$ cat src/rtl/pbc_pkg.sv
// PRINCE block cipher package: round constants, S-box, shift-rows and M' layers.
// Shared by the front stage, the queue and the round pipeline. No dependencies.
package pbc_pkg;

    localparam int unsigned BLK_W   = 64;
    localparam int unsigned CFG_W   = 64;
    localparam int unsigned IDX_W   = 1;
    localparam int unsigned NUM_RC  = 12;
    localparam int unsigned Q_DEPTH = 2;
    localparam int unsigned Q_PTR_W = 1;
    localparam int unsigned Q_CNT_W = 2;

    // register indexes
    localparam logic [IDX_W-1:0] REG_K0 = 1'b0;
    localparam logic [IDX_W-1:0] REG_K1 = 1'b1;

    // operation codes
    localparam logic OP_ENC = 1'b0;
    localparam logic OP_DEC = 1'b1;

    typedef logic [BLK_W-1:0] t_blk;

    // work item handed from front to back: pre-whitened state plus keys
    typedef struct packed {
        t_blk state;
        t_blk k1;
        t_blk kpost;
    } t_work;

    localparam t_blk RC [NUM_RC] = '{
        64'h0000000000000000, 64'h13198a2e03707344, 64'ha4093822299f31d0,
        64'h082efa98ec4e6c89, 64'h452821e638d01377, 64'hbe5466cf34e90c6c,
        64'h7ef84f78fd955cb1, 64'h85840851f1ac43aa, 64'hc882d32f25323c54,
        64'h64a51195e0e3610d, 64'hd3b5a399ca0c2399, 64'hc0ac29b7c97c50dd
    };

    localparam logic [3:0] SBOX_FWD [16] = '{
        4'hB, 4'hF, 4'h3, 4'h2, 4'hA, 4'hC, 4'h9, 4'h1,
        4'h6, 4'h7, 4'h8, 4'h0, 4'hE, 4'h5, 4'hD, 4'h4
    };
    localparam logic [3:0] SBOX_INV [16] = '{
        4'hB, 4'h7, 4'h3, 4'h2, 4'hF, 4'hD, 4'h8, 4'h9,
        4'hA, 4'h6, 4'h4, 4'h0, 4'h5, 4'hE, 4'hC, 4'h1
    };
    localparam logic [3:0] SR_SRC [16] = '{
        4'd0, 4'd5, 4'd10, 4'd15, 4'd4, 4'd9, 4'd14, 4'd3,
        4'd8, 4'd13, 4'd2, 4'd7, 4'd12, 4'd1, 4'd6, 4'd11
    };
    localparam logic [3:0] DIAG_MASK [4] = '{4'h7, 4'hB, 4'hD, 4'hE};

    // nibble 0 is the most significant nibble
    function automatic logic [3:0] get_nib(input t_blk x, input logic [3:0] i);
        return x[(4'd15 - i)*4 +: 4];
    endfunction

    function automatic t_blk sub_fwd(input t_blk x);
        t_blk y;
        for (int i = 0; i < 16; i++) y[i*4 +: 4] = SBOX_FWD[x[i*4 +: 4]];
        return y;
    endfunction

    function automatic t_blk sub_inv(input t_blk x);
        t_blk y;
        for (int i = 0; i < 16; i++) y[i*4 +: 4] = SBOX_INV[x[i*4 +: 4]];
        return y;
    endfunction

    function automatic t_blk shift_rows(input t_blk x);
        t_blk y;
        for (int i = 0; i < 16; i++)
            y[(15-i)*4 +: 4] = get_nib(x, SR_SRC[i]);
        return y;
    endfunction

    function automatic t_blk shift_rows_inv(input t_blk x);
        t_blk y;
        y = '0;
        for (int i = 0; i < 16; i++)
            y[(4'd15 - SR_SRC[i])*4 +: 4] = get_nib(x, 4'(i));
        return y;
    endfunction

    function automatic t_blk mprime(input t_blk x);
        t_blk y;
        logic [3:0] acc;
        int off;
        y = '0;
        for (int q = 0; q < 4; q++) begin
            off = (q == 0 || q == 3) ? 0 : 1;
            for (int r = 0; r < 4; r++) begin
                acc = '0;
                for (int c = 0; c < 4; c++)
                    acc ^= get_nib(x, 4'(4*q + c)) & DIAG_MASK[(r + c + off) % 4];
                y[(15 - (4*q + r))*4 +: 4] = acc;
            end
        end
        return y;
    endfunction

endpackage

$ cat src/rtl/pbc_front.sv
// PRINCE front stage: takes input beats, picks the direction and pre-whitens.
// Depends on pbc_pkg.
module pbc_front (
    input  logic          i_op,
    input  pbc_pkg::t_blk i_data,
    input  pbc_pkg::t_blk i_k0,
    input  pbc_pkg::t_blk i_k1,
    output pbc_pkg::t_work o_work
);
    import pbc_pkg::*;

    t_blk k2;

    // derived key k2 = ror(k0,1) ^ (k0 >> 63)
    assign k2 = {i_k0[0], i_k0[BLK_W-1:1]} ^ {{(BLK_W-1){1'b0}}, i_k0[BLK_W-1]};

    // classify by direction: decrypt swaps k0/k2 and adds alpha to k1
    always_comb begin
        unique case (i_op)
            OP_DEC: begin
                o_work.state = i_data ^ k2;
                o_work.k1    = i_k1 ^ RC[11];
                o_work.kpost = i_k0;
            end
            default: begin
                o_work.state = i_data ^ i_k0;
                o_work.k1    = i_k1;
                o_work.kpost = k2;
            end
        endcase
    end
endmodule

$ cat config.mk
export PLATFORM = sky130hd
export DESIGN_NAME = pbc_front
export DESIGN_NICKNAME = d
export VERILOG_FILES = /design/src/rtl/pbc_pkg.sv /design/src/rtl/pbc_front.sv
export SDC_FILE = /design/constraint.sdc
export NUM_CORES = 1
export LEC_CHECK = 0
export BUFFER_PORTS_ARGS = -buffer_cell sky130_fd_sc_hd__buf_2
export CELL_PAD_IN_SITES_DETAIL_PLACEMENT = 1
export CELL_PAD_IN_SITES_GLOBAL_PLACEMENT = 1
export CORE_AREA = 3 3 149 151
export DETAILED_ROUTE_END_ITERATION = 16
export DIE_AREA = 0 0 152 154
export GPL_TIMING_DRIVEN = 0
export PLACE_DENSITY_LB_ADDON = 0.1
export SLEW_MARGIN = 20
export SYNTH_ARGS = -nofsm -noshare
export SYNTH_HDL_FRONTEND = slang
export SYNTH_SLANG_ARGS = --single-unit
$ cat constraint.sdc
create_clock -name vclk -period 2.67
set_input_delay 0.534 -clock vclk [all_inputs]
set_output_delay 0.534 -clock vclk [all_outputs]
set_load 0.02 [all_outputs]
== Yosys cells after proc, flatten, opt, wreduce, memory -nomap -nowiden ==
Index checks and enable logic that the tools add are counted.

* Flip-flop bits (word level): 0
* Input bits: 193
* Output and inout bits: 192
* Logic and storage cells: 5

* Muxes and demuxes: 1
* Bitwise operators: 4

{| class="wikitable"
|+ Operators by type and width
! kind !! number
|-
| 2-to-1 mux 192 bit || 1
|-
| XOR 64 bit || 2
|-
| XOR 64 x 1 -> 64 bit || 1
|-
| NOT 32 bit || 1
|}

== Depth between registers and ports, before layout ==
* Depth after elaboration: 3
* Depth in mapped cells: 5
* Depth with buffers taken out: 3

== Least setup slack after synthesis ==
OpenSTA, ideal clock, no wires.

* Path type: input to output
* Start: input i_op
* End: output o_work[100] (netlist bit)
* Arrival: 1.457 ns
* Required time: 2.136 ns
* Setup slack: 0.679 ns
* Stages on the path: 5
* Buffers on the path: 4
* Path through: buf_4 > buf_6 > buf_6 > buf_6 > xor2_1

{| class="wikitable"
|+ RTL lines
! item !! line !! text
|-
| start: declaration || pbc_front.sv:4 || <nowiki>input logic i_op,</nowiki>
|-
| end: declaration || pbc_front.sv:8 || <nowiki>output pbc_pkg::t_work o_work</nowiki>
|}

==> results.toml <==
[outcome]
status = "finished, final reports clean"

[die]
die_y_um = 154
core_area_mm2 = 0.0210
fp.dieArea_mm2 = 0.0234
rows = 53
start_util_pct = 12.4
die_x_um = 152
ioPinCount = 385

[power]
seqPwrFrac_pct = 0
leakage_nw = 2.53
ir_worst_vdd_uv = 86.4
power_switching_w = 0.000725
pwr-share-comb_pct = 100.0
power.density_mw_per_mm2 = 265
p_clk_share_pct = 0
switching_share_pct = 58.0
power.internal_w = 0.000525

[final_layout]
drive_gt1_share_pct = 74.3
area_growth_pct = 80.8
regArea_um2 = 0
nClkBuffers = 0
seq_cells = 0
multi_input_area_mm2 = 0.00221
fin_area_mm2 = 0.00471
nNetsFinal = 822
nFillCells = 2601
diodes = 0

[hold_path]
hold_depth = 2
holdPathEnd = "o_work[77]"
min_path_type = "in2out"
min-delay-start = "i_k1[13]"

[drt]
met2_length_um = 7590
drt-wirelength-per-cell_um = 14.8
drt_iter0_drc = 36
wl_met3_um = 1150
drc_errors = 0
postRouteAntennaNets = 0
top_layer_used = "met4"
finalWirelength_um = 13400
vias_per_cell = 3.73
wl_met1_um = 4550
drtPass1Iterations = 4
vias = 3361

[clock_network]
postCtsSetupBuffers = 0
hold_buffers = 0
cts_resized = 0

[yosys]
synth.distinct_cells = 6
synth.avg_cell_area_um2 = 9.47
synth-simple-area-share_pct = 0
synth-xor-area-share_pct = 32.6
yosysTopAreaCell = "mux2_2"
synth_top_area_share_pct = 27.7
synthMuxAreaShare_pct = 52.3
synth_common_cells = "mux2_2 (64), mux2i_1 (64), xnor2_1 (64)"
ys_warn_count = 0
synthesis.nets = 468
ys_seq_area_share_pct = 0
netlist_instances = 275
synth_top_family_by_area = "multiplexers"
syn_area_mm2 = 0.00260
synth-compound-area-share_pct = 0
synth_area_leaders = "mux2_2 (28%), mux2i_1 (25%), xnor2_1 (22%)"
synth_fa_ha_area_share_pct = 0

[critical_path]
endpoint_kind = "output port"
crit_buf_inv = 5
critical_path.max_fanout = 10
crit_chain = "buf_4 > buf_6 > buf_6 > buf_6 > xor2_1 > buf_2"
worstPathRequired_ps = 2140
critPathMostFrequentCell = "buf_6"
worstPathArrival_ps = 1650
cp_slowest_cell = "buf_2"
crit_family = "buffers and inverters"
start_kind = "input port"
max_stage_delay_ps = 200
setup.worst_path.class = "in2out"

[global_routing]
grt_max_degree = 11
grt_pass1_wl_um = 19500
grt_use_total_pct = 9.95
grt_pass1_vias = 3591
antenna_found_initial = 0
grt_remaining_overflow = 0

[placement]
io_buffers = 352
place.gp.congestion = 0.786
placed_area_mm2 = 0.00471
hpwl_um = 12200
pre_cts_slack_ps = 417

[sta]
timing.final.hold_violations = 0
tightest_slew_ps = 301
whs_ps = 1290
finalCriticalPeriod_ps = 2180
setup_viol = 0
post-route-period-util_pct = 81.7
maxSlewHeadroom_pct = 79.3
final-max-slew-violation-count = 0
setup-tns-final_ps = 0
max_freq_ghz = 0.458
rsz0062_at_grt = "false"
fin_ws_ps = 488

[run]
max_cap_viol_count = 0
-- per-layer routing --
metal	GRT usage, %	up-vias
met3	2.48	4
li1	-	1613
met2	21.5	208
met5	0	-
met4	0.471	0
met1	9.81	1536
-- worst max-delay path by stage --
stage               startpoint          end  slack [ps]  cells past startpoint
floorplan                 i_op  o_work[100]         680                      5
global placement          i_op   o_work[40]         430                      5
detailed placement        i_op  o_work[132]         420                      5
CTS                       i_op   o_work[94]         400                      6
global route              i_op   o_work[94]         360                      6
finish                    i_op   o_work[94]         490                      6
-- layout make-up --
cell class,count,area share [%]
repair buffers,352,37.4
well taps,275,7.30
plain buffers,50,8.37
multi-input cells,225,46.9
-- metrics by stage --
step	utilization [%]	total power (W)	cells
4_1_cts	22.5	0.00128	902
2_1_floorplan	-	0.000769	275
3_3_place_gp	22.5	0.00127	902
6_report	22.5	0.00125	902
5_1_grt	22.5	0.00134	902
3_5_place_dp	22.5	0.00128	902
-- placed cells by master (no fill, tap or decap) --
master / instances
buf_2: 352
buf_4: 45
buf_6: 5
mux2_2: 64
mux2i_1: 64
xnor2_1: 64
xor2_1: 33
-- power by group through the flow --
| stage | sequential (W) | combinational (W) | clock, W |
|---|---|---|---|
| floorplan | 0 | 0.000769 | 0 |
| detailed placement | 0 | 0.00128 | 0 |
| CTS | 0 | 0.00128 | 0 |
| global placement | 0 | 0.00127 | 0 |
| finish | 0 | 0.00125 | 0 |
| global route | 0 | 0.00134 | 0 |
-- cells by family after synthesis --
logic type  Yosys count
buf+inv              50
mux                 128
xor+xnor             97
(Power assumes the default switching activity.)
