$ cat config.mk
export PLATFORM = sky130hd
export DESIGN_NAME = pbc_queue
export DESIGN_NICKNAME = d
export VERILOG_FILES = /design/src/rtl/pbc_pkg.sv /design/src/rtl/pbc_queue.sv
export SDC_FILE = /design/constraint.sdc
export NUM_CORES = 1
export LEC_CHECK = 0
export BUFFER_PORTS_ARGS = -buffer_cell sky130_fd_sc_hd__buf_4
export CELL_PAD_IN_SITES_DETAIL_PLACEMENT = 1
export CELL_PAD_IN_SITES_GLOBAL_PLACEMENT = 1
export CORE_AREA = 2 2 189 191
export CTS_BUF_LIST = sky130_fd_sc_hd__clkbuf_4
export CTS_CLUSTER_DIAMETER = 150
export DETAILED_ROUTE_END_ITERATION = 12
export DIE_AREA = 0 0 191 193
export PLACE_DENSITY = 0.75
export SKIP_LAST_GASP = 1
export SLEW_MARGIN = 40
export SYNTH_ARGS = -nofsm -noshare
export SYNTH_HDL_FRONTEND = slang
export SYNTH_SLANG_ARGS = --single-unit
$ cat constraint.sdc
create_clock -name i_clk -period 10.7 [get_ports i_clk]
set_clock_uncertainty 0.15 [all_clocks]
set_input_delay 1.07 -clock i_clk [delete_from_list [all_inputs] [get_ports i_clk]]
set_output_delay 1.07 -clock i_clk [all_outputs]
set_load 0.02 [all_outputs]
$ cat src/rtl/pbc_pkg.sv
// PRINCE block cipher package: round constants, S-box, shift-rows and M' layers.
// Shared by the front stage, the queue and the round pipeline. No dependencies.
package pbc_pkg;

    localparam int unsigned BLK_W   = 64;
    localparam int unsigned CFG_W   = 64;
    localparam int unsigned IDX_W   = 1;
    localparam int unsigned NUM_RC  = 12;
    localparam int unsigned Q_DEPTH = 2;
    localparam int unsigned Q_PTR_W = 1;
    localparam int unsigned Q_CNT_W = 2;

    // register indexes
    localparam logic [IDX_W-1:0] REG_K0 = 1'b0;
    localparam logic [IDX_W-1:0] REG_K1 = 1'b1;

    // operation codes
    localparam logic OP_ENC = 1'b0;
    localparam logic OP_DEC = 1'b1;

    typedef logic [BLK_W-1:0] t_blk;

    // work item handed from front to back: pre-whitened state plus keys
    typedef struct packed {
        t_blk state;
        t_blk k1;
        t_blk kpost;
    } t_work;

    localparam t_blk RC [NUM_RC] = '{
        64'h0000000000000000, 64'h13198a2e03707344, 64'ha4093822299f31d0,
        64'h082efa98ec4e6c89, 64'h452821e638d01377, 64'hbe5466cf34e90c6c,
        64'h7ef84f78fd955cb1, 64'h85840851f1ac43aa, 64'hc882d32f25323c54,
        64'h64a51195e0e3610d, 64'hd3b5a399ca0c2399, 64'hc0ac29b7c97c50dd
    };

    localparam logic [3:0] SBOX_FWD [16] = '{
        4'hB, 4'hF, 4'h3, 4'h2, 4'hA, 4'hC, 4'h9, 4'h1,
        4'h6, 4'h7, 4'h8, 4'h0, 4'hE, 4'h5, 4'hD, 4'h4
    };
    localparam logic [3:0] SBOX_INV [16] = '{
        4'hB, 4'h7, 4'h3, 4'h2, 4'hF, 4'hD, 4'h8, 4'h9,
        4'hA, 4'h6, 4'h4, 4'h0, 4'h5, 4'hE, 4'hC, 4'h1
    };
    localparam logic [3:0] SR_SRC [16] = '{
        4'd0, 4'd5, 4'd10, 4'd15, 4'd4, 4'd9, 4'd14, 4'd3,
        4'd8, 4'd13, 4'd2, 4'd7, 4'd12, 4'd1, 4'd6, 4'd11
    };
    localparam logic [3:0] DIAG_MASK [4] = '{4'h7, 4'hB, 4'hD, 4'hE};

    // nibble 0 is the most significant nibble
    function automatic logic [3:0] get_nib(input t_blk x, input logic [3:0] i);
        return x[(4'd15 - i)*4 +: 4];
    endfunction

    function automatic t_blk sub_fwd(input t_blk x);
        t_blk y;
        for (int i = 0; i < 16; i++) y[i*4 +: 4] = SBOX_FWD[x[i*4 +: 4]];
        return y;
    endfunction

    function automatic t_blk sub_inv(input t_blk x);
        t_blk y;
        for (int i = 0; i < 16; i++) y[i*4 +: 4] = SBOX_INV[x[i*4 +: 4]];
        return y;
    endfunction

    function automatic t_blk shift_rows(input t_blk x);
        t_blk y;
        for (int i = 0; i < 16; i++)
            y[(15-i)*4 +: 4] = get_nib(x, SR_SRC[i]);
        return y;
    endfunction

    function automatic t_blk shift_rows_inv(input t_blk x);
        t_blk y;
        y = '0;
        for (int i = 0; i < 16; i++)
            y[(4'd15 - SR_SRC[i])*4 +: 4] = get_nib(x, 4'(i));
        return y;
    endfunction

    function automatic t_blk mprime(input t_blk x);
        t_blk y;
        logic [3:0] acc;
        int off;
        y = '0;
        for (int q = 0; q < 4; q++) begin
            off = (q == 0 || q == 3) ? 0 : 1;
            for (int r = 0; r < 4; r++) begin
                acc = '0;
                for (int c = 0; c < 4; c++)
                    acc ^= get_nib(x, 4'(4*q + c)) & DIAG_MASK[(r + c + off) % 4];
                y[(15 - (4*q + r))*4 +: 4] = acc;
            end
        end
        return y;
    endfunction

endpackage

$ cat src/rtl/pbc_queue.sv
// Two-entry queue between the front stage and the round pipeline.
// Depends on pbc_pkg.
module pbc_queue (
    input  logic           i_clk,
    input  logic           i_rst_n,
    input  logic           i_push,
    input  pbc_pkg::t_work i_data,
    output logic           o_full,
    input  logic           i_pop,
    output logic           o_valid,
    output pbc_pkg::t_work o_data
);
    import pbc_pkg::*;

    t_work               r_mem [Q_DEPTH];
    logic [Q_PTR_W-1:0]  r_wp, r_rp;
    logic [Q_CNT_W-1:0]  r_cnt;

    assign o_full  = (r_cnt == Q_CNT_W'(Q_DEPTH));
    assign o_valid = (r_cnt != '0);
    assign o_data  = r_mem[r_rp];

    // pointers and fill count
    always_ff @(posedge i_clk) begin
        if (!i_rst_n) begin
            r_wp  <= '0;
            r_rp  <= '0;
            r_cnt <= '0;
        end else begin
            if (i_push) r_wp <= r_wp + 1'b1;
            if (i_pop)  r_rp <= r_rp + 1'b1;
            r_cnt <= r_cnt + Q_CNT_W'(i_push) - Q_CNT_W'(i_pop);
        end
    end

    // storage
    always_ff @(posedge i_clk) begin
        if (i_push) r_mem[r_wp] <= i_data;
    end
endmodule

Yosys cells after proc, flatten, opt, wreduce, memory -nomap -nowiden

Memories as Yosys holds them, arrays and structs flattened. A register that Yosys moved wholly into a read port is not among the register bits.
Index checks and enable logic that the tools add are counted.

Memory bits (writable): 384
Bits in registers: 4
Word-level logic and storage cells: 14
Memories kept: 1
Output and inout bits: 194

Memory list:

| memory | words | bits a word | rd ports | clocked after memory_dff | write ports | RTL line        | RTL |
|---|---|---|---|---|---|---|---|
| r_mem  | 2     | 192         | 1        | 1                        | 1           | pbc_queue.sv:15 | `t_work r_mem [Q_DEPTH];` |

Reductions and logical operators: 1
Add/sub/neg operators: 4
Equal/unequal tests: 1
Multiplexer cells: 4

Operators with widths:

| kind                                        | number |
|---|---|
| 1-bit 2-to-1 mux                            | 4 |
| 1-bit adder (second input constant)         | 2 |
| 2-bit by 1-bit adder with 2-bit output      | 1 |
| 2-bit == test (second input constant)       | 1 |
| 2-bit nonzero test                          | 1 |
| 2-bit by 1-bit subtractor with 2-bit output | 1 |

Longest topological paths before layout

Word-level depth: 3
Gate-level depth with buffers: 6
Depth with buffers taken out: 6

Worst setup path before layout

Ideal clock, no wire load.

Path type: input to register
From: in i_push
To: reg r_wp
Data arrival time: 10.063 ns
Slack: 0.390 ns
Cell stages on the path: 2
Cells stage by stage: nor2b_1 o21a_1

RTL lines:

| what                   | RTL line        | RTL |
|---|---|---|
| start: declaration     | pbc_queue.sv:6  | `input logic i_push,` |
| end signal: assignment | pbc_queue.sv:30 | `if (i_push) r_wp <= r_wp + 1'b1;` |
| end: declaration       | pbc_queue.sv:16 | `logic [Q_PTR_W-1:0] r_wp, r_rp;` |

==> results.sh <==
export IMPL_final_setup_tns_ns=0
export IMPL_arrival_ns=2.82
export IMPL_path_cells="clkbuf_8, mux2_2, buf_4"
export IMPL_drc=0
export IMPL_cts_sinks=389
export IMPL_synth_seq_area_share=0.822
export IMPL_rr_worst_depth=3
export IMPL_hp_start="i_data[179]"
export IMPL_slew_violations=0
export IMPL_fin_util=0.537
export IMPL_yosysWarnings=0
export IMPL_drt_wirelength_per_cell_um=19.9
export IMPL_wirelength_um=32400
export IMPL_r2r_setup_slack_ns=8.08
export IMPL_cts_resized=0
export IMPL_io_buffers=389
export IMPL_leakage_uw=0.00710
export IMPL_grt_pass1_vias=8582
export IMPL_core_area_mm2=0.0350
export IMPL_vdd_drop_max_uv=112
export IMPL_drt_vias_per_instance=4.67
export IMPL_post_cts_buffers=0
export IMPL_crit_type="reg2out"
export IMPL_firstDrtPassIters=4
export IMPL_cp_slowest_stage_delay_ns=0.67
export IMPL_ys_ff_latch=389
export IMPL_r2r_end="r_mem[0][131]"
export IMPL_slew_limit_headroom=0.470
export IMPL_ys_types=13
export IMPL_fillers=3322
export IMPL_syn_to_final_growth_pct=32.8
export IMPL_max_cap_violations=0
export IMPL_fmax_mhz=247
export IMPL_hold_path_class="in2reg"
export IMPL_tightest_slew_ns=0.795
export IMPL_avgSynthCellArea_um2=22.9
export IMPL_fp_dieH_um=193
export IMPL_crit_path_top_delay_cell="dfxtp_4"
export IMPL_synth_common_cells="edfxtp_1, mux2_2, buf_6"
export IMPL_place_detailed_hpwl_um=21800
export IMPL_synth_edf_count=384
export IMPL_end_kind="primary output"
export IMPL_p_per_area_mw_per_mm2=185
export IMPL_async_flop_share=0
export IMPL_netlist_area_mm2=0.0142
export IMPL_cts_buffer_depth=3
export IMPL_startpoint_type="register"
export IMPL_cts_buffers=99
export IMPL_rsz0062_at_grt="no"
export IMPL_cts_tree="done"
export IMPL_drt_iter0_markers=318
export IMPL_antenna_left=0
export IMPL_finalCritPeriodShare=0.378
export IMPL_yosys_top_cells_area="edfxtp_1, mux2_2, buf_6"
export IMPL_clk_latency_ns=0.72
export IMPL_grt_antenna_before_repair=1
export IMPL_path_max_fanout=83
export IMPL_start_util=0.405
export IMPL_finalWeightedCongestion=0.727
export IMPL_drive_above_1_share=0.641
export IMPL_grt_pass1_wl_um=47200
export IMPL_clockRootBuffer="clkbuf_4"
export IMPL_synth_nets=816
export IMPL_die_w_um=191
export IMPL_finalNetCount=1294
export IMPL_yosys_area_top_type_share=0.815
export IMPL_pin_count=390
export IMPL_hold_depth=1
export IMPL_rows=69
export IMPL_grt_max_degree=84
export IMPL_finalCriticalPeriod_ns=4.04
export IMPL_r2r_start="r_wp"
export IMPL_status="finished clean"
export IMPL_cts_clk_slew_worst_paths_ns=0.07
export IMPL_synthFlopType="edfxtp_1"
export IMPL_gr_total_overflow=0
export IMPL_h_tree_depth=3
export IMPL_critPathRequiredTime_ns=9.48
export IMPL_hold_end="r_mem[0][179]"
export IMPL_yosysTopAreaCell="edfxtp_1"
export IMPL_finalHoldViolations=0
export IMPL_grt_usage=0.172
export IMPL_synthCells=618
export IMPL_synth_most_common_cell="edfxtp_1"
export IMPL_vias=7586
export IMPL_setup_viol=0
export IMPL_ctsHoldBuffers=0
export IMPL_die_area_mm2=0.0369
-- worst max-delay path, delay by kind of cell (launching register included) --
family / cells / cell delay [ns]
buffers and inverters: 2 / 0.80
DFF: 1 / 0.67
muxes: 1 / 0.44
-- state kept, by name (all words and copies together), names as in the netlist, named ones only --
| register | cells |
|---|---|
| r_cnt | 2 |
| r_mem | 384 |
| r_rp | 1 |
| r_wp | 1 |
-- per-layer routing --
layer / global-route usage / vias up / share of wire
met5: 0 / - / 0
met4: 0.0880 / 0 / 0.027
met3: 0.0842 / 45 / 0.11
met2: 0.300 / 326 / 0.53
met1: 0.170 / 3741 / 0.33
li1: - / 3474 / -
-- power by group --
group	total, uW	switching [uW]	internal [uW]
sequential	1790	23.3	1760
combinational	471	248	223
clock	1220	569	653
total	3480	840	2640
-- how the worst max path moves through the flow --
stage	from	to	slack (ns)	cells past startpoint
after detailed placement	i_push	r_mem[0][48]	7.14	4
after global routing	register	o_data[64]	6.46	3
after global placement	i_push	r_mem[0][40]	6.96	4
after CTS	register	o_data[69]	6.53	3
final	register	o_data[64]	6.66	3
after floorplan	i_push	r_wp	0.39	2
-- cells by family (layout without fill, tap and decap cells) --
logic type / Yosys count / after routing / synth area share
flip-flops: 389 / 389 / 0.822
AO/OA/AOI/OAI: 1 / 1 / 0.000531
AND/OR/NAND/NOR: 9 / 9 / 0.00398
buffers and inverters: 23 / 568 / 0.0168
adder cells (fa/ha/maj): 2 / 2 / 0.00177
other: 0 / 2 / 0
XOR/XNOR: 2 / 2 / 0.00221
multiplexers: 192 / 192 / 0.153
-- final cells by class --
| cell class | instances | area [um2] | share of cell area |
|---|---|---|---|
| flip-flops and latches | 389 | 11600 | 0.619 |
| repair buffers | 398 | 3050 | 0.162 |
| multi-input cells | 206 | 2290 | 0.122 |
| clock buffers | 142 | 1070 | 0.0567 |
| well taps | 461 | 577 | 0.0307 |
| clock inverters | 26 | 159 | 0.00846 |
| inverters | 2 | 7.51 | 0.000400 |
| diodes | 2 | 5.00 | 0.000266 |
-- placed cells by master (no fill, tap or decap) --
master	netlist	layout
buf_4	0	390
edfxtp_1	384	384
mux2_2	192	192
clkbuf_4	0	142
clkinv_1	0	17
buf_6	20	5
clkinv_2	0	4
dfxtp_1	5	4
and2_1	4	3
nor2b_1	4	3
diode_2	0	2
inv_1	2	2
ha_1	2	2
inv_2	0	2
bufinv_16	0	2
nor2b_4	0	1
or2_2	1	1
xor2_1	1	1
and2_4	0	1
o21a_1	1	1
xnor3_1	1	1
dfxtp_4	0	1
clkinvlp_4	0	1
buf_16	0	1
buf_12	0	1
clkbuf_8	0	1
-- through the flow --
step           power, uW  area [um2]  setup WS, ns  hold WS [ns]  std cells
2_1_floorplan       2090       14200         0.390         0.405        618
3_3_place_gp        2280       17500          6.96         0.409       1454
3_5_place_dp        2300       17600          7.14         0.441       1456
4_1_cts             3540       18800          6.53         0.212       1624
5_1_grt             3640       18800          6.46         0.251       1625
6_report            3480       18800          6.66         0.339       1626
(Power assumes the default switching activity.)
