[config.mk]
export PLATFORM = sky130hd
export DESIGN_NAME = pbc_core
export DESIGN_NICKNAME = d
export VERILOG_FILES = /design/src/rtl/pbc_pkg.sv /design/src/rtl/pbc_core.sv
export SDC_FILE = /design/constraint.sdc
export NUM_CORES = 2
export LEC_CHECK = 0
export CORE_ASPECT_RATIO = 0.6
export CORE_MARGIN = 2
export CORE_UTILIZATION = 56
export DETAILED_ROUTE_END_ITERATION = 16
export DONT_BUFFER_PORTS = 1
export HOLD_SLACK_MARGIN = 0.12
export PLACE_DENSITY = 0.71
export SKIP_LAST_GASP = 1
export SLEW_MARGIN = 20
export SYNTH_ARGS = -nofsm -noshare
export SYNTH_HDL_FRONTEND = slang
export SYNTH_SLANG_ARGS = --single-unit
[constraint.sdc]
create_clock -name i_clk -period 150.6 [get_ports i_clk]
set_input_delay 37.65 -clock i_clk [delete_from_list [all_inputs] [get_ports i_clk]]
set_output_delay 37.65 -clock i_clk [all_outputs]
set_load 0.01 [all_outputs]
[src/rtl/pbc_pkg.sv]
// PRINCE block cipher package: round constants, S-box, shift-rows and M' layers.
// Shared by the front stage, the queue and the round pipeline. No dependencies.
package pbc_pkg;

    localparam int unsigned BLK_W   = 64;
    localparam int unsigned CFG_W   = 64;
    localparam int unsigned IDX_W   = 1;
    localparam int unsigned NUM_RC  = 12;
    localparam int unsigned Q_DEPTH = 2;
    localparam int unsigned Q_PTR_W = 1;
    localparam int unsigned Q_CNT_W = 2;

    // register indexes
    localparam logic [IDX_W-1:0] REG_K0 = 1'b0;
    localparam logic [IDX_W-1:0] REG_K1 = 1'b1;

    // operation codes
    localparam logic OP_ENC = 1'b0;
    localparam logic OP_DEC = 1'b1;

    typedef logic [BLK_W-1:0] t_blk;

    // work item handed from front to back: pre-whitened state plus keys
    typedef struct packed {
        t_blk state;
        t_blk k1;
        t_blk kpost;
    } t_work;

    localparam t_blk RC [NUM_RC] = '{
        64'h0000000000000000, 64'h13198a2e03707344, 64'ha4093822299f31d0,
        64'h082efa98ec4e6c89, 64'h452821e638d01377, 64'hbe5466cf34e90c6c,
        64'h7ef84f78fd955cb1, 64'h85840851f1ac43aa, 64'hc882d32f25323c54,
        64'h64a51195e0e3610d, 64'hd3b5a399ca0c2399, 64'hc0ac29b7c97c50dd
    };

    localparam logic [3:0] SBOX_FWD [16] = '{
        4'hB, 4'hF, 4'h3, 4'h2, 4'hA, 4'hC, 4'h9, 4'h1,
        4'h6, 4'h7, 4'h8, 4'h0, 4'hE, 4'h5, 4'hD, 4'h4
    };
    localparam logic [3:0] SBOX_INV [16] = '{
        4'hB, 4'h7, 4'h3, 4'h2, 4'hF, 4'hD, 4'h8, 4'h9,
        4'hA, 4'h6, 4'h4, 4'h0, 4'h5, 4'hE, 4'hC, 4'h1
    };
    localparam logic [3:0] SR_SRC [16] = '{
        4'd0, 4'd5, 4'd10, 4'd15, 4'd4, 4'd9, 4'd14, 4'd3,
        4'd8, 4'd13, 4'd2, 4'd7, 4'd12, 4'd1, 4'd6, 4'd11
    };
    localparam logic [3:0] DIAG_MASK [4] = '{4'h7, 4'hB, 4'hD, 4'hE};

    // nibble 0 is the most significant nibble
    function automatic logic [3:0] get_nib(input t_blk x, input logic [3:0] i);
        return x[(4'd15 - i)*4 +: 4];
    endfunction

    function automatic t_blk sub_fwd(input t_blk x);
        t_blk y;
        for (int i = 0; i < 16; i++) y[i*4 +: 4] = SBOX_FWD[x[i*4 +: 4]];
        return y;
    endfunction

    function automatic t_blk sub_inv(input t_blk x);
        t_blk y;
        for (int i = 0; i < 16; i++) y[i*4 +: 4] = SBOX_INV[x[i*4 +: 4]];
        return y;
    endfunction

    function automatic t_blk shift_rows(input t_blk x);
        t_blk y;
        for (int i = 0; i < 16; i++)
            y[(15-i)*4 +: 4] = get_nib(x, SR_SRC[i]);
        return y;
    endfunction

    function automatic t_blk shift_rows_inv(input t_blk x);
        t_blk y;
        y = '0;
        for (int i = 0; i < 16; i++)
            y[(4'd15 - SR_SRC[i])*4 +: 4] = get_nib(x, 4'(i));
        return y;
    endfunction

    function automatic t_blk mprime(input t_blk x);
        t_blk y;
        logic [3:0] acc;
        int off;
        y = '0;
        for (int q = 0; q < 4; q++) begin
            off = (q == 0 || q == 3) ? 0 : 1;
            for (int r = 0; r < 4; r++) begin
                acc = '0;
                for (int c = 0; c < 4; c++)
                    acc ^= get_nib(x, 4'(4*q + c)) & DIAG_MASK[(r + c + off) % 4];
                y[(15 - (4*q + r))*4 +: 4] = acc;
            end
        end
        return y;
    endfunction

endpackage

[src/rtl/pbc_core.sv]
// PRINCE round pipeline: 12 register stages, one round layer group per stage,
// with a stall-all enable and an output register. Depends on pbc_pkg.
module pbc_core (
    input  logic           i_clk,
    input  logic           i_rst_n,
    input  logic           i_valid,
    output logic           o_ready,
    input  pbc_pkg::t_work i_work,
    output logic           o_valid,
    input  logic           i_ready,
    output pbc_pkg::t_blk  o_data
);
    import pbc_pkg::*;

    localparam int unsigned NSTG = 12;

    t_work r_stg [NSTG];
    logic  r_vld [NSTG];
    t_work n_stg [NSTG];
    logic  adv;

    // whole pipe advances unless the last stage holds an untaken result
    assign adv     = !r_vld[NSTG-1] || i_ready;
    assign o_ready = adv;
    assign o_valid = r_vld[NSTG-1];
    assign o_data  = r_stg[NSTG-1].state;

    // stage 0: k1 ^ RC0; stages 1-5 forward rounds; 6 middle;
    // 7-11 inverse rounds, 11 also adds RC11, k1 and post-whitening
    always_comb begin
        n_stg[0]       = i_work;
        n_stg[0].state = i_work.state ^ i_work.k1 ^ RC[0];
        for (int s = 1; s <= 5; s++) begin
            n_stg[s]       = r_stg[s-1];
            n_stg[s].state = shift_rows(mprime(sub_fwd(r_stg[s-1].state)))
                             ^ RC[s] ^ r_stg[s-1].k1;
        end
        n_stg[6]       = r_stg[5];
        n_stg[6].state = sub_inv(mprime(sub_fwd(r_stg[5].state)));
        for (int s = 7; s <= 10; s++) begin
            n_stg[s]       = r_stg[s-1];
            n_stg[s].state = sub_inv(mprime(shift_rows_inv(
                             r_stg[s-1].state ^ r_stg[s-1].k1 ^ RC[s-1])));
        end
        n_stg[11]       = r_stg[10];
        n_stg[11].state = sub_inv(mprime(shift_rows_inv(
                          r_stg[10].state ^ r_stg[10].k1 ^ RC[10])))
                          ^ RC[11] ^ r_stg[10].k1 ^ r_stg[10].kpost;
    end

    // valid chain
    always_ff @(posedge i_clk) begin
        if (!i_rst_n) begin
            for (int s = 0; s < NSTG; s++) r_vld[s] <= 1'b0;
        end else if (adv) begin
            r_vld[0] <= i_valid;
            for (int s = 1; s < NSTG; s++) r_vld[s] <= r_vld[s-1];
        end
    end

    // payload
    always_ff @(posedge i_clk) begin
        if (adv) begin
            for (int s = 0; s < NSTG; s++) r_stg[s] <= n_stg[s];
        end
    end
endmodule

# Yosys cells after proc, flatten, opt, wreduce, memory -nomap -nowiden
# Memories as Yosys holds them, arrays and structs flattened.
# Cells that the tools add are included.
# Widths: inputs -> output; s select.
# word_totals
mem_bits_ro	12288
wordCells	1545
reg_bits	0
mem_count	194
output_inout_bits	66
in_bits	196
ram_bits	2316
# memory_table
name	words	width	read_ports	rd_clocked_by_memory_dff	write_ports	line	rtl
r_stg	12	192	12	0	12	pbc_core.sv:17	t_work r_stg [NSTG];
(name not given)	16	4	1	0	0	pbc_pkg.sv:64	for (int i = 0; i < 16; i++) y[i*4 +: 4] = SBOX_INV[x[i*4 +: 4]];
(name not given)	16	4	1	0	0	pbc_pkg.sv:64	
(name not given)	16	4	1	0	0	pbc_pkg.sv:64	
(name not given)	16	4	1	0	0	pbc_pkg.sv:64	
(name not given)	16	4	1	0	0	pbc_pkg.sv:64	
+188 memories	-	-	-	-	-	-	
# classes
reduce_logical	2
mux	401
n_lt_le_gt_ge	192
n_bitwise	756
# ops
operator	n
$mux 4	384
$xor 4x4->4	352
$ge 5x5->1 const B	192
$not 4->5	192
$xor 64x64->64	13
$xor 4x3->4	132
$xor 3x4->4	44
$not 25->25	3
$not 27->27	2
$not 39->39	1
$not 33->33	1
$not 32->32	1
$not 31->31	1
$not 30->30	1
$not 28->28	1
$mux 1	17
$or 1x1->1	12
$logic_not 1->1	1
$logic_or 1x1->1	1

# Depth between registers and ports, before layout
# An unclocked memory read counts as a cell.
# logic_depth
depth_word	13
ltp_mapped	11
mapped_depth_nobuf	11

# Worst setup path before layout
# No wires, ideal clock.
# synth_path
path_type	input -> output
start	in i_ready
end	out o_ready
stages	2
required_time_ns	112.950
t_arrival_ns	96.568
setup_slack_ns	16.382
n_path_buf	1
cell_sequence	nand2b_1 > clkbuf_1
# synth_between
elab_chain_len	1
# synth_lines
element	line	rtl
start: declaration	pbc_core.sv:10	input logic i_ready,
$logic_or 1x1->1	pbc_core.sv:23	assign adv = !r_vld[NSTG-1] || i_ready;
end: declaration	pbc_core.sv:7	output logic o_ready,
# Every way passes these cells.

# Final worst setup path
# Ends and elaborated chain as after synthesis.

==> results.txt <==
- Outcome: finished, final reports clean
- For this run, the number of Yosys warnings is 0.
- Syn_nets: 8,534
* Most area-consuming cells after synthesis: sky130_fd_sc_hd__edfxtp_1, sky130_fd_sc_hd__xnor2_1, sky130_fd_sc_hd__ha_1, sky130_fd_sc_hd__xor2_1, sky130_fd_sc_hd__mux4_2
- Fill cells in the final layout number 14,140.
- After detailed placement, the design holds a cell count of 10,090.
- Of all nets on the critical path, the largest fanout is 43.
- Max-slew headroom at the worst pin: 6.799%
* Setup Buffers After CTS: 0
- Data arrival time of the critical path: 38.12 ns
* I/O Buffers: 0
- Number of instances in the synthesized netlist: 7,514
- The signal on the critical path passes through nand2b_4.
- The synthesized netlist devotes 4.214% of its cell area to compound gates.
- Synth Register Bits: 2,188
* Clock transition at the register clock pins on the worst setup and hold paths after CTS: 0.07 ns
- The die is 575.7 µm wide.
- In the final timing run, aggregate negative setup slack is 0 ns.
- The multi-input combinational cells in the finished layout cover a total of 41,110 µm².
* Sink count of the clock tree: 2,188
- Synthesized cell area: 109,800 µm²
- Once the floorplan was initialized, standard cells occupied 56.54% of the core.
- The clock period could shrink to 75.77 ns.
- For the worst setup path, the data required time is 112.95 ns.
- I/O pin count: 262
* Fraction of the mapped netlist area in adder cells: 9.388%
- Standard cell core area: 194,200 µm²
- Kind of capture point of the worst setup path: output port
- WL/cell: 26.26 µm
- Each instance of the synthesized netlist takes up on average 14.62 µm².
* Routability congestion estimate: 0.9617
- By area, the combinational part of the netlist is dominated by XOR/XNOR gates.
- The top cell type by area accounts for 59.83% of the synthesized area.
- Compared with the post-synthesis result, the final layout area differs by 9.032%.
- In this run the clock root is driven by a sky130_fd_sc_hd__clkbuf_16.
- Dividing the detail-routed via count by the number of cells gives 5.805.
- Layout cells sized above 1: 7.616%
- Across the run, the number of max-cap violations was 0.
- Portion of the clock cycle consumed by the worst path in the final layout: 50.31%
* Hold-fix buffers, CTS: 0
- For this run the aggregate overflow at the end of global routing stands at 0.
- No sink is reached through more buffers than the 4 on the longest clock path.
- Worst R2R Path Depth: 7
- After Yosys synthesis, and, or, nand and nor cells account for 2.756% of the synthesized area.
- Worst Hold Path EP: r_stg[1][509]$_DFFE_PN_
* Die Footprint: 199,800 µm²
- For this run, the number of standard cells in the final layout without fillers is 10,470.
* Number of vias in the routed layout: 60,780
* FFs w/ async S/R, synth: 0%
* Xor-xnor portion of the synthesized cell area: 15.53%
- Setup repair after global routing left no endpoint under its margin.
- Worst-Skew Late Latency: 0.88 ns
- In this run the critical register-to-register path is captured at r_stg[1][26]$_DFFE_PN_.
- Wire length of the first global-routing pass: 388,100 µm
- Pin count of the biggest net entering global routing: 198
- Layout Skew: 0.09567 ns
- Standard-cell row count: 125
- The critical path is of the input port to output port type.
- Number of flops mapped to enable cells by yosys: 2,188
* Register area: 65,700 µm²
- TritonCTS built the clock tree.
- Total Nets Final: 8,711
- Reg-to-Reg Start: r_vld[0][11]$_SDFFCE_PN0P_
- Number of detailed-route iterations in the first pass: 5
- Worst slew pin tran: 1.398 ns
- Vias in the first global route: 56,520
- The number of clock buffers added by TritonCTS is 205.
- Sequential element share of the synthesized area: 59.83%
* Startpoint Class: input port
- Number of H-tree levels: 4
- After synthesis, the netlist uses 59 different library cells.
- Internal reg-to-reg setup slack: 143.94 ns
- CP peak stage delay: 0.46 ns
- Number of routed nets with antenna violations: 0
- Global routing consumed, over all layers together, 27.32% of the routing resources.
- Die height: 347.0 µm
- DRC violation count after routing: 0
- Critical Path Slowest Stage Cell: sky130_fd_sc_hd__nand2b_4
- Final design instance area without fill: 119,700 µm²
- Setup violations remaining at the end of the flow were counted as 0.
* Top achievable clock speed: 0.01320 GHz
- The number of buffers and inverters on the critical path is 0.
- Final Routed Wirelength: 275,000 µm
* Worst hold path class: flop to flop
- Cells resized by post-CTS repair: 0
* Initial antenna violation count: 25
* Initial drt markers: 9,631
- The final number of max-transition violations was 0.
- The startpoint identified for the worst hold timing path is r_stg[1][317]$_DFFE_PN_.
- In this run the cell area measured after placement is 113,000 µm².
- In the synthesized netlist the dominant register cell turns out to be sky130_fd_sc_hd__edfxtp_1.
- Post-detailed-placement half-perimeter wirelength: 213,300 µm
- Post-synthesis mux area share: 5.446%
* Cell taking the most area after synthesis: sky130_fd_sc_hd__edfxtp_1
- Count of endpoints failing hold in the final timing report: 0
- The worst hold path passes through 0 cells.
- Family with the most delay on the worst path: simple AND/OR/NAND/NOR gates
## cells by family after synthesis
group | after synthesis
xor+xnor | 1939
flops | 2188
simple gates | 661
fa+ha+maj | 824
buf+inv | 763
compound gates | 778
mux | 361
## stage by stage
step           util [%]  worst slack, ns  hold WS, ns
6_report          61.64            74.83       0.3667
5_1_grt           61.63            74.76       0.3599
4_1_cts           61.58            74.79       0.3628
3_5_place_dp      58.16            74.80       0.4045
3_3_place_gp      58.15            74.82       0.4007
2_1_floorplan         -            16.38       0.4003
## flip-flops by register name, indices dropped and copies added, names as in the netlist
register / cells
r_stg: 2176
r_vld: 12
## metal layers
| metal | global-route usage (%) | part of all wire [%] | up-vias |
|---|---|---|---|
| li1 | - | - | 26920 |
| met1 | 45.98 | 47 | 30650 |
| met2 | 30.63 | 34 | 2944 |
| met3 | 13.66 | 18 | 255 |
| met4 | 3.284 | 0.99 | 16 |
| met5 | 0 | 0.033 | - |
## how the worst max path moves through the flow
stage / endpoint / depth (start not counted) / from
after floorplan: o_ready / 2 / i_ready
after global placement: o_ready / 1 / i_ready
after detailed placement: o_ready / 1 / i_ready
after CTS: o_ready / 1 / i_ready
after global routing: o_ready / 1 / i_ready
final: o_ready / 1 / i_ready
## cell usage in the layout (no fill, tap or decap), types with 13 or more instances in the layout
cell type                    count
sky130_fd_sc_hd__clkinvlp_4     18
sky130_fd_sc_hd__mux4_2        186
sky130_fd_sc_hd__nand2_1       118
sky130_fd_sc_hd__clkinv_2       35
sky130_fd_sc_hd__bufinv_16      23
sky130_fd_sc_hd__a221oi_1       37
sky130_fd_sc_hd__inv_1         682
sky130_fd_sc_hd__xor2_1        536
sky130_fd_sc_hd__nor2b_1        22
sky130_fd_sc_hd__o21ai_0       322
sky130_fd_sc_hd__a22o_1         20
sky130_fd_sc_hd__clkinv_1       34
sky130_fd_sc_hd__a21oi_1       188
sky130_fd_sc_hd__clkbuf_1       32
sky130_fd_sc_hd__clkbuf_16     208
sky130_fd_sc_hd__nand2b_1       22
sky130_fd_sc_hd__a21o_1         45
sky130_fd_sc_hd__a211oi_1       26
sky130_fd_sc_hd__o21a_1         15
sky130_fd_sc_hd__xnor2_2        16
sky130_fd_sc_hd__ha_1          824
sky130_fd_sc_hd__o21ai_1        13
sky130_fd_sc_hd__buf_4          47
sky130_fd_sc_hd__mux2i_1       155
sky130_fd_sc_hd__nand3b_1       20
sky130_fd_sc_hd__nor2_1        248
sky130_fd_sc_hd__diode_2        16
sky130_fd_sc_hd__mux2_2         19
sky130_fd_sc_hd__xnor2_1      1382
sky130_fd_sc_hd__o31ai_1        29
sky130_fd_sc_hd__nor3_1        100
sky130_fd_sc_hd__a22oi_1        19
sky130_fd_sc_hd__edfxtp_1     2188
sky130_fd_sc_hd__nor3b_1        14
sky130_fd_sc_hd__nand3_1        90
## synth_stat cells, drive strengths merged (6+ instances only)
master / count
nor3b: 14
o22ai: 12
o21ai: 336
buf: 68
a21o: 45
a22o: 20
nand2: 118
xor2: 541
xnor2: 1398
mux2: 19
o21a: 15
nor2b: 22
a22oi: 19
and3: 11
a211oi: 26
mux4: 187
edfxtp: 2188
nor2: 248
nand2b: 23
nand3: 90
inv: 682
ha: 824
or2: 9
a221oi: 38
nand3b: 20
a31oi: 10
a21oi: 191
o31ai: 29
mux2i: 155
clkbuf: 13
a21boi: 6
nor3: 100
o211ai: 11
## area by class of cell
class / count / share of cell area (%)
diodes: 16 / 0.03344
flip-flops and latches: 2188 / 54.87
well taps: 2603 / 2.720
multi-input cells: 4563 / 34.34
inverters: 682 / 2.138
clock inverters: 128 / 1.093
repair buffers: 51 / 0.3615
clock buffers: 240 / 4.447
Power is not shown: default switching activity piles up to over one toggle a cycle in this logic, so the estimate is an artifact.
